File: config.mk
export PLATFORM = sky130hd
export DESIGN_NAME = icgs_div
export DESIGN_NICKNAME = d
export VERILOG_FILES = /design/src/sv/icgs_pkg.sv /design/src/sv/icgs_div.sv
export SDC_FILE = /design/constraint.sdc
export NUM_CORES = 1
export LEC_CHECK = 0
export BUFFER_PORTS_ARGS = -buffer_cell sky130_fd_sc_hd__buf_2
export CORE_ASPECT_RATIO = 0.5
export CORE_MARGIN = 2
export CORE_UTILIZATION = 40
export CTS_BUF_LIST = sky130_fd_sc_hd__clkbuf_16
export DETAILED_ROUTE_END_ITERATION = 12
export MAX_ROUTING_LAYER = met4
export SETUP_SLACK_MARGIN = 0.2
export SLEW_MARGIN = 10
export SYNTH_ARGS = -nofsm -noshare
export SYNTH_HDL_FRONTEND = slang
export SYNTH_SLANG_ARGS = --single-unit
File: constraint.sdc
create_clock -name clk_i -period 3.3 [get_ports clk_i]
set_input_delay 0.495 -clock clk_i [delete_from_list [all_inputs] [get_ports clk_i]]
set_output_delay 0.495 -clock clk_i [all_outputs]
set_load 0.01 [all_outputs]
File: src/sv/icgs_pkg.sv
// ---------------------------------------------------------------------------
// icgs_pkg
// shared widths, codes and transfer types of the gaussian cluster score unit
// ---------------------------------------------------------------------------
package icgs_pkg;

  localparam int DimMax   = 16;
  localparam int PosW     = 4;
  localparam int DimW     = 5;
  localparam int FracBits = 16;
  localparam int ValW     = 32;
  localparam int SumW     = 48;
  localparam int CntW     = 16;
  localparam int AccW     = 64;
  localparam int LlW      = 40;
  localparam int ScaleW   = 32;
  localparam int CfgIdxW  = 3;
  localparam int CfgW     = 40;
  localparam int DivCntW  = 6;

  // register indexes of the configuration port
  localparam logic [CfgIdxW-1:0] REG_DIMENSIONS   = 3'd0;
  localparam logic [CfgIdxW-1:0] REG_INV_SCALE_C  = 3'd1;
  localparam logic [CfgIdxW-1:0] REG_LOG_NORM_C   = 3'd2;
  localparam logic [CfgIdxW-1:0] REG_INV_SCALE_A  = 3'd3;
  localparam logic [CfgIdxW-1:0] REG_LOG_NORM_A   = 3'd4;

  typedef enum logic [1:0] {
    OP_ADD        = 2'd0,
    OP_REMOVE     = 2'd1,
    OP_SCORE_COMP = 2'd2,
    OP_SCORE_NEW  = 2'd3
  } op_e;

  typedef struct packed {
    logic [1:0]             operation;
    logic signed [ValW-1:0] element_value;
  } in_item_t;

  typedef struct packed {
    logic signed [LlW-1:0] log_likelihood;
    logic [CntW-1:0]       point_count;
    logic                  empty_error;
    logic                  count_saturated;
  } out_item_t;

endpackage

File: src/sv/icgs_div.sv
// ---------------------------------------------------------------------------
// icgs_div
// restoring divider, one quotient bit per cycle, unsigned magnitudes
// ---------------------------------------------------------------------------
module icgs_div import icgs_pkg::*; (
  input  logic            clk_i,
  input  logic            rst_ni,
  input  logic            start_i,
  input  logic [SumW-1:0] dividend_i,
  input  logic [CntW-1:0] divisor_i,
  output logic            done_o,
  output logic [SumW-1:0] quotient_o
);

  logic               busy_q;
  logic               done_q;
  logic [DivCntW-1:0] step_q;
  logic [CntW-1:0]    rem_q;
  logic [SumW-1:0]    quo_q;
  logic [CntW-1:0]    div_q;
  logic [CntW:0]      trial;
  logic               fits;

  assign trial = {rem_q, quo_q[SumW-1]};
  assign fits  = trial >= {1'b0, div_q};

  always_ff @(posedge clk_i or negedge rst_ni) begin
    if (!rst_ni) begin
      busy_q <= 1'b0;
      done_q <= 1'b0;
      step_q <= '0;
    end else begin
      done_q <= busy_q && (step_q == DivCntW'(SumW - 1));
      if (start_i) begin
        busy_q <= 1'b1;
        step_q <= '0;
      end else if (busy_q) begin
        step_q <= step_q + 1'b1;
        if (step_q == DivCntW'(SumW - 1)) begin
          busy_q <= 1'b0;
        end
      end
    end
  end

  // datapath
  always_ff @(posedge clk_i) begin
    if (start_i) begin
      rem_q <= '0;
      quo_q <= dividend_i;
      div_q <= divisor_i;
    end else if (busy_q) begin
      rem_q <= fits ? CntW'(trial - {1'b0, div_q}) : trial[CntW-1:0];
      quo_q <= {quo_q[SumW-2:0], fits};
    end
  end

  assign done_o     = done_q;
  assign quotient_o = quo_q;

endmodule
======== Word-level counts from Yosys, hierarchy flattened ========
Cells that the tools add are included.
storage, ports and cells
  flip-flop bits (word level) ............. 88
  logic and storage cells ................. 20
operators by class
  mux-type cells .......................... 8
  reduce and logical (&&, ||, !) cells .... 2
  magnitude comparators ................... 1
  eq/ne operators ......................... 1
  add/subtract/negate cells ............... 2
operator list
  kind                                          number
  2-to-1 mux 48 bit                             2
  greater-or-equal comparator 17 x 16 -> 1 bit  1
  2-to-1 mux 16 bit                             1
  subtractor 16 bit                             1
  2-to-1 mux 6 bit                              2
  adder 6 x 1 -> 6 bit (second input constant)  1
  == test 6 bit (second input constant)         1
  2-to-1 mux 1 bit                              3
  nonzero test 2 bit                            1
  logical AND 1 bit                             1

======== Depth between registers and ports, before layout ========
Gate-level depths: netlist of run 1.
  depth after elaboration ................. 4
  mapped depth ............................ 10
  mapped depth without buffers ............ 10

======== Worst setup path before layout of run 1 ========
No wires, ideal clock.
  kind .................................... input-to-reg
  start ................................... input port start_i
  end ..................................... register quo_q[0] (netlist: quotient_o[0]) (enable)
  stages on the path ...................... 3
  setup time .............................. 0.402 ns
  arrival ................................. 1.911 ns
  data required time ...................... 2.898 ns
  slack ................................... 0.987 ns
  cell sequence ........................... buf_1 nor2_1 inv_1
on the way
  longest elaborated chain between the ends .. 1
RTL lines
  what                                 line            text
  start, declared                      icgs_div.sv:8   input logic start_i,
  nonzero test 2 bit (no source line)  --
  end signal, assigned                 icgs_div.sv:50  quo_q <= dividend_i;
  end signal, assigned                 icgs_div.sv:54  quo_q <= {quo_q[SumW-2:0], fits};
  end, declared                        icgs_div.sv:19  logic [SumW-1:0] quo_q;
Every way passes these cells.
A chain may end at the register's enable or synchronous reset.

======== Worst setup path after layout of run 1 ========
  start ................................... register div_q[12]
  end ..................................... register rem_q[13]
on the way
  longest elaborated chain between the ends .. 2
  elaborated cells on any way between the ends .. 3
RTL lines
  what                                                                               line                            text
  start, declared                                                                    icgs_div.sv:20                  logic [CntW-1:0] div_q;
  start signal, assigned                                                             icgs_div.sv:51                  div_q <= divisor_i;
  subtractor 16 bit or greater-or-equal comparator 17 x 16 -> 1 bit (tied branches)  icgs_div.sv:53, icgs_div.sv:25
  2-to-1 mux 16 bit *                                                                icgs_div.sv:53                  rem_q <= fits ? CntW'(trial - {1'b0, div_q}) : trial[CntW-1:0];
  end signal, assigned                                                               icgs_div.sv:53
  end, declared                                                                      icgs_div.sv:18                  logic [CntW-1:0] rem_q;
Every way passes the cells marked *; elsewhere a longest branch is shown, timed or not.

==> qor.csv, run 1 <==
metric;value;unit
status;completed;
vias per inst;4.96;
worst setup margin;863;ps
DRC errors left;0;
CP required;3500;ps
vias;3047;
vias in the first global route;3059;
Syn Area/Cell;12.7;um^2
Setup CP Type;flip-flop to flip-flop;
largest buffer count on any clock path;2;
WL met2;4310;um
PortBufs;115;
most frequent cells in the layout;buf_2 (114), edfxtp_1 (64), mux2_2 (47);
DR top layer;met4;
routed wl met3;377;um
commonest non-fill, non-tap cell in the layout;buf_2;
CP max stage cell;a21oi_4;
WL/cell;14.9;um
H-tree depth;3;
Placeable Area;10900;um^2
DP HPWL;6280;um
sequential fraction of the synthesis area;55.3;%
cts repair resizes;0;
WHS Path Cells;1;
Slew @ Worst Pin;1020;ps
Switch Pwr;0.981;mW
Post-Syn Instances;347;
Ports;116;
distinct cell type count after synthesis;50;
synthesis-stage register bit count;88;
Total GRT Usage;16.0;%
Ant. Diodes;0;
met1 WL;4290;um
YS warnings;0;
Post-Route WL;9160;um
largest net degree at the start of global routing;59;
synth-to-layout area growth;23.7;%
Post-CTS Setup Inserts;0;
total gr overflow;0;
die footprint;12000;um^2
leak pwr;2.45;nW
max_cap viols;0;
final setup vio count;0;
WP data arrival;2640;ps
Post-Syn Nets;432;
GP Congestion;0.797;
Routed Antenna Nets;0;
Hold Path Origin;divisor_i[5];
internal power;2.41;mW
number of CTS-inserted buffers;9;
Tmin final;2440;ps
worst-path fanout max;12;
DR iter-0 viols;162;
pre-CTS worst setup slack;876;ps
Post-Syn Area;4420;um^2
share of cells above drive strength 1;41.4;%
Horiz. Die Dim;153;um
final hold violation count;0;
Cell Chain, Critical Path;inv_1 > ha_1 > a21oi_1 > o21ai_1 > a21oi_2 > o21ai_2 > a21oi_4 > buf_4 > mux2i_1 > a211oi_1;
number of antenna violations at the first check in global routing;0;
Slew headroom;31.9;%
ys async rst share;9.09;%
worst vdd ir;0.241;mV
CTS clock-pin slew for the worst setup and hold paths;60;ps
FF-to-FF Start;div_q[12]$_DFFE_PP_;
CTS tree;yes;
max-slew violation count;0;
Worst Hold Class;primary input to flip-flop;
CP Launch Type;flip-flop;
Post-CTS Hold Fix Bufs;1;
Post-synth top flop;edfxtp_1;
root buffer cell;clkbuf_16;
drt pass-1 iters;4;
Setup crit end kind;flip-flop;
NumNets Final;549;
Die Y;78.3;um
Hold WS;330;ps
Crit path largest cell delay;430;ps
reg2reg path depth;10;
Logic pwr share;26.4;%
R2R setup slack;860;ps
# rows;27;
Fmax;410;MHz
Worst Setup SP;div_q[12]$_DFFE_PP_;
Clock power frac;31.8;%
Seq pwr share;41.8;%
Sink Count;88;
RSZ-0062 raised after global routing;no;
Clock Latency Late Sink;340;ps
global-route wire length before repair;14700;um
Initial Util;40.6;%
setup TNS;0;ps
switching part of the total;28.9;%
number of synthesized flops with an enable pin;64;
fin crit share;73.8;%
final clock skew;5.57;ps
pwr/cell area;621;nW/um^2
[logic make-up (layout without fill, tap and decap cells)]
kind of cell / count (synthesis) / after routing / synth area share (%)
buffers and inverters: 35 / 157 / 3.20
adder cells (fa/ha/maj): 18 / 18 / 5.27
multiplexers: 60 / 60 / 15.0
XOR/XNOR: 17 / 17 / 3.37
AND/OR/NAND/NOR: 69 / 69 / 7.73
AO/OA/AOI/OAI: 60 / 60 / 10.1
flip-flops: 88 / 88 / 55.3
[final cells by class]
cell class,count,area [um^2]
Clock buffer,9,225
Clock inverter,7,87.6
Fill cell,996,5410
Inverter,22,82.6
Multi-Input combinational cell,224,1830
Sequential cell,88,2440
Tap cell,145,181
Timing Repair Buffer,119,611
[path summary, 6_finish.rpt]
check / to
max: rem_q[13]$_SDFFE_PP0P_
min: div_q[5]$_DFFE_PP_
max reg2reg: rem_q[13]$_SDFFE_PP0P_
min reg2reg: rem_q[12]$_SDFFE_PP0P_
max in group asynchronous: done_o$_DFF_PN0_
min in group asynchronous: step_q[1]$_DFFE_PN0P_
[critical path: cells and delay by family, from the launching register on]
| kind | cells | cell delay [ps] |
|---|---|---|
| compound gates | 6 | 1110 |
| fa+ha+maj | 1 | 260 |
| buf+inv | 2 | 350 |
| flops | 1 | 370 |
| mux | 1 | 200 |
[registers in the layout (all words and copies together) (netlist names)]
name / count
step_q: 6
done_o: 1
busy_q: 1
div_q: 16
quotient_o: 48
rem_q: 16
[cells in the mapped netlist, types with 2 or more instances]
cell / number / area share (%)
a211oi_1: 9 / 1.5
a211oi_2: 3 / 0.85
a21o_1: 5 / 0.85
a21oi_1: 10 / 1.1
a21oi_2: 3 / 0.59
a32oi_1: 4 / 0.79
buf_1: 4 / 0.34
buf_2: 2 / 0.23
clkbuf_1: 6 / 0.51
dfrtp_1: 8 / 4.5
dfxtp_1: 16 / 7.3
edfxtp_1: 64 / 44
ha_1: 17 / 4.8
inv_1: 22 / 1.9
mux2_2: 47 / 12
mux2i_1: 12 / 2.7
nand2_1: 11 / 0.93
nand2_2: 2 / 0.28
nand2b_1: 6 / 0.85
nand3_1: 6 / 0.68
nand4_1: 5 / 0.71
nor2_1: 26 / 2.2
nor2b_1: 3 / 0.42
o211ai_1: 3 / 0.51
o21ai_0: 5 / 0.57
o21ai_1: 6 / 0.68
o31ai_1: 3 / 0.51
or3_1: 2 / 0.28
xnor2_1: 10 / 2.0
xor2_1: 7 / 1.4
[layer usage]
metal / vias up / track usage (%)
li1: 1517 / -
met1: 1449 / 19.8
met2: 67 / 25.7
met3: 14 / 4.36
met4: 0 / 5.56
met5: - / -
[power groups by stage]
stage | sequential (mW) | clock [mW] | combinational, mW
floorplan | 1.46 | 0 | 0.634
global placement | 1.44 | 0 | 0.887
detailed placement | 1.44 | 0 | 0.892
CTS | 1.42 | 1.11 | 0.900
global route | 1.44 | 1.16 | 0.999
finish | 1.42 | 1.08 | 0.896
[per-stage QoR]
stage               instance area (um^2)  power (mW)  utilization [%]  instances
floorplan                           4420        2.10                -        347
global placement                    5140        2.33             47.3        597
detailed placement                  5140        2.33             47.3        597
CTS                                 5460        3.43             50.2        614
global route                        5460        3.59             50.2        614
finish                              5460        3.40             50.2        614
(Power assumes the default switching activity.)
==> run 2, diff against run 1 <==
clock period = 2.3 ns   (was 3.3 ns; I/O delays follow)
==> qor.csv, run 2 (synthesized netlist as in run 1, its figures left out) <==
metric;value;unit
Routed Antenna Nets;0;
Post-Route WL;9390;um
final setup vio count;0;
NumNets Final;567;
commonest non-fill, non-tap cell in the layout;buf_2;
final hold violation count;0;
Ant. Diodes;0;
vias in the first global route;3133;
root buffer cell;clkbuf_16;
Total GRT Usage;16.4;%
synth-to-layout area growth;33.7;%
CTS tree;yes;
CTS clock-pin slew for the worst setup and hold paths;60;ps
WP data arrival;2300;ps
setup TNS;0;ps
worst-path fanout max;8;
leak pwr;2.57;nW
vias;3145;
DR iter-0 viols;134;
Setup crit end kind;flip-flop;
Slew headroom;72.9;%
Fill cells;948;
DP HPWL;6520;um
die footprint;12000;um^2
pwr/cell area;904;nW/um^2
final clock skew;7.23;ps
drt pass-1 iters;4;
Fmax;476;MHz
Multi-input gate area;2060;um^2
worst setup margin;201;ps
fin crit share;91.3;%
Setup CP Type;flip-flop to flip-flop;
max_cap viols;0;
# rows;27;
Ports;116;
largest buffer count on any clock path;2;
number of antenna violations at the first check in global routing;0;
share of cells above drive strength 1;49.7;%
worst vdd ir;0.428;mV
CP required;2510;ps
H-tree depth;3;
Clock Latency Late Sink;330;ps
largest net degree at the start of global routing;42;
DRC errors left;0;
Initial Util;40.6;%
pre-CTS worst setup slack;133;ps
total gr overflow;0;
most frequent cells in the layout;buf_2 (114), edfxtp_1 (64), mux2_2 (47);
WL/cell;14.9;um
GP Congestion;0.823;
max FFs per register;48;
Die Y;78.3;um
Horiz. Die Dim;153;um
vias per inst;4.98;
Worst Hold Class;primary input to flip-flop;
max-slew violation count;0;
Slew @ Worst Pin;405;ps
RSZ-0062 raised after global routing;yes;
global-route wire length before repair;15300;um
CP Launch Type;flip-flop;
PortBufs;115;
Tmin final;2100;ps
Sink Count;88;
number of CTS-inserted buffers;9;
sequential cell area;2440;um^2
status;completed;
Placeable Area;10900;um^2
run 2: cell count changes in the layout (fill, tap and decap cells not counted), moves of 2 or more:
| cell | before | now |
|---|---|---|
| ha_1 | 17 | 5 |
| ha_4 | 0 | 11 |
| inv_1 | 23 | 20 |
| inv_2 | 1 | 3 |
| a21oi_1 | 10 | 7 |
| o21ai_1 | 6 | 4 |
| buf_4 | 4 | 18 |
| buf_12 | 0 | 3 |
| a21oi_2 | 3 | 5 |
| o21ai_2 | 1 | 3 |
run 2: through the flow:
step           hold WS, ps  cells  util, %  power (mW)  instance area, um^2
2_1_floorplan         49.4    347        -        3.03                 4450
3_5_place_dp           199    606     48.5        3.44                 5270
6_report               182    632     54.3        5.34                 5910
3_3_place_gp           199    606     48.5        3.44                 5270
5_1_grt                161    632     54.3        5.64                 5910
4_1_cts                167    624     52.4        5.19                 5700
run 2: worst paths after layout:
path / from / endpoint / slack (ps) / cells after the start
max in group asynchronous: rst_ni / busy_q$_DFF_PN0_ / 1750 / 2
worst max-delay path: div_q[14]$_DFFE_PP_ / rem_q[5]$_SDFFE_PP0P_ / 200 / 9
worst min register to register: rem_q[15]$_SDFFE_PP0P_ / rem_q[15]$_SDFFE_PP0P_ / 510 / 2
worst min-delay path: divisor_i[13] / div_q[13]$_DFFE_PP_ / 180 / 1
worst max register to register: div_q[14]$_DFFE_PP_ / rem_q[5]$_SDFFE_PP0P_ / 200 / 9
min in group asynchronous: rst_ni / step_q[5]$_DFFE_PN0P_ / 380 / 2
run 2: layer usage:
metal	wire (um)	track usage, %
met1	4400	20.9
met2	4610	26.6
met3	294	4.31
met4	87	3.89
met5	0	-
run 2: timing repair:
action	CTS	global route
endpoints found under the hold margin	8	0
hold buffers	1	0
setup buffers	1	7
gates cloned	0	1
pin swaps	3	21
setup endpoints to repair	13	17
resized for setup	7	24
run 2: where the power goes:
| part | switching (mW) | internal [mW] | leakage (nW) | total, mW |
|---|---|---|---|---|
| Clock | 0.596 | 1.06 | 0.168 | 1.65 |
| Combinational | 0.779 | 0.847 | 1.50 | 1.63 |
| Sequential | 0.144 | 1.92 | 0.901 | 2.07 |
run 2: worst max-delay path, stage by stage (launching register included):
cell	delay, ps
edfxtp_1	370
inv_2	70
ha_4	200
a21o_1	170
a211oi_2	260
o31ai_4	120
a21oi_4	270
buf_12	190
mux2i_2	210
a211oi_1	90
run 2: area by class of cell:
cell class,count,area share (%)
flip-flops and latches,88,41.4
multi-input cells,224,34.8
repair buffers,137,13.6
clock buffers,9,3.81
well taps,145,3.07
clock inverters,7,1.93
inverters,22,1.46
==> run 3, diff against run 2 <==
--- a/config.mk
+++ b/config.mk
@@ -10,3 +10,3 @@
 export CORE_MARGIN = 2
-export CORE_UTILIZATION = 40
+export CORE_UTILIZATION = 53
 export CTS_BUF_LIST = sky130_fd_sc_hd__clkbuf_16
@@ -14,2 +14,3 @@
 export MAX_ROUTING_LAYER = met4
+export PLACE_DENSITY = 0.8
 export SETUP_SLACK_MARGIN = 0.2
==> constraint.sdc (replaced) <==
create_clock -name clk_i -period 2.3 [get_ports clk_i]
set_input_delay 0.23 -clock clk_i [delete_from_list [all_inputs] [get_ports clk_i]]
set_output_delay 0.23 -clock clk_i [all_outputs]
set_load 0.01 [all_outputs]
==> qor.csv, run 3 (synthesized netlist as in run 1, its figures left out) <==
metric;value;unit
Multi-input gate area;2090;um^2
Clock Latency Late Sink;340;ps
# rows;23;
Ports;116;
CTS clock-pin slew for the worst setup and hold paths;60;ps
CTS tree;yes;
WP data arrival;2480;ps
Ant. Diodes;0;
Logic pwr share;31.9;%
Fmax;449;MHz
worst vdd ir;0.441;mV
CP Launch Type;flip-flop;
vias in the first global route;3059;
Total GRT Usage;21.5;%
fin crit share;96.8;%
total gr overflow;0;
PortBufs;115;
worst setup margin;72.7;ps
max_cap viols;0;
vias;3269;
Placeable Area;8060;um^2
post-route insts no fill;607;
Hold WS;59.4;ps
met3 usage;5.34;%
sequential cell area;2440;um^2
RSZ-0062 raised after global routing;yes;
Sink Count;88;
share of cells above drive strength 1;51.5;%
Worst Hold Class;primary input to flip-flop;
drt pass-1 iters;4;
Tmin final;2230;ps
Slew headroom;58.9;%
internal power;3.75;mW
Design Power;5.35;mW
largest net degree at the start of global routing;49;
Fill cells;554;
Slew @ Worst Pin;616;ps
Setup CP Type;flip-flop to flip-flop;
Switch Pwr;1.60;mW
Die Y;68.6;um
number of CTS-inserted buffers;9;
global-route wire length before repair;14600;um
DR iter-0 viols;286;
Seq pwr share;38.7;%
WL/cell;16.3;um
CP required;2550;ps
placed inst area;5210;um^2
busiest grt layer;met2;
M2 GR Usage;36.1;%
GP Congestion;0.822;
leak pwr;2.59;nW
largest buffer count on any clock path;2;
status;completed;
setup TNS;0;ps
DRC errors left;0;
pwr/cell area;905;nW/um^2
Routed Antenna Nets;0;
DP HPWL;6420;um
H-tree depth;3;
switching part of the total;29.9;%
die footprint;9130;um^2
commonest non-fill, non-tap cell in the layout;buf_2;
final clock skew;5.03;ps
synth-to-layout area growth;33.8;%
# placed instances;575;
worst-path fanout max;4;
Initial Util;54.8;%
final core utilization;73.4;%
number of antenna violations at the first check in global routing;0;
root buffer cell;clkbuf_16;
max-slew violation count;0;
Clock power frac;29.3;%
most frequent cells in the layout;buf_2 (114), edfxtp_1 (64), mux2_2 (47);
final setup vio count;0;
final hold violation count;0;
Horiz. Die Dim;133;um
GRT met1 Usage;25.9;%
vias per inst;5.39;
post-route cell area;5910;um^2
NumNets Final;575;
Post-Route WL;9870;um
Setup crit end kind;flip-flop;
pre-CTS worst setup slack;73.2;ps
max FFs per register;48;
-- run 3: critical path, cell delays in order (launching register included) --
cell and delay, ps:
edfxtp_1 410, ha_4 180, fa_2 360, nand2b_4 180, a211oi_4 310, buf_4 160
o21a_1 120, a31o_2 160, xnor2_1 70, o31ai_1 190
-- run 3: final timing paths --
check	cells after the start	endpoint	slack [ps]	startpoint
hold / removal	1	div_q[5]$_DFFE_PP_	60	divisor_i[5]
min in group asynchronous	2	busy_q$_DFF_PN0_	280	rst_ni
setup reg to reg	9	rem_q[10]$_SDFFE_PP0P_	70	div_q[0]$_DFFE_PP_
max in group asynchronous	2	step_q[4]$_DFFE_PN0P_	1860	rst_ni
setup / recovery	9	rem_q[10]$_SDFFE_PP0P_	70	div_q[0]$_DFFE_PP_
hold reg to reg	2	rem_q[12]$_SDFFE_PP0P_	490	rem_q[12]$_SDFFE_PP0P_
-- run 3: final cells by class --
| cell class | instances | area share, % |
|---|---|---|
| well taps | 112 | 2.37 |
| flip-flops and latches | 88 | 41.3 |
| inverters | 22 | 1.46 |
| multi-input cells | 224 | 35.4 |
| clock inverters | 7 | 1.63 |
| repair buffers | 145 | 14.0 |
| clock buffers | 9 | 3.81 |
-- run 3: power groups by stage --
stage	combinational, mW	sequential (mW)	clock, mW
2_1_floorplan	0.935	2.10	0
3_3_place_gp	1.33	2.06	0
3_5_place_dp	1.36	2.07	0
4_1_cts	1.44	2.04	1.59
5_1_grt	1.84	2.10	1.65
6_report	1.71	2.07	1.57
-- run 3: routing by layer --
| metal | vias to the layer above | wire length (um) |
|---|---|---|
| li1 | 1578 | - |
| met1 | 1589 | 4330 |
| met2 | 85 | 4970 |
| met3 | 17 | 435 |
| met4 | 0 | 141 |
| met5 | - | 0 |
-- run 3: timing repair --
item                                   4_1_cts  5_1_grt
setup endpoints to repair                   12       17
pin swaps                                   11       25
resized for setup                            9       37
endpoints found under the hold margin        8        0
buffers inserted                             5       10
hold buffers                                 1        0
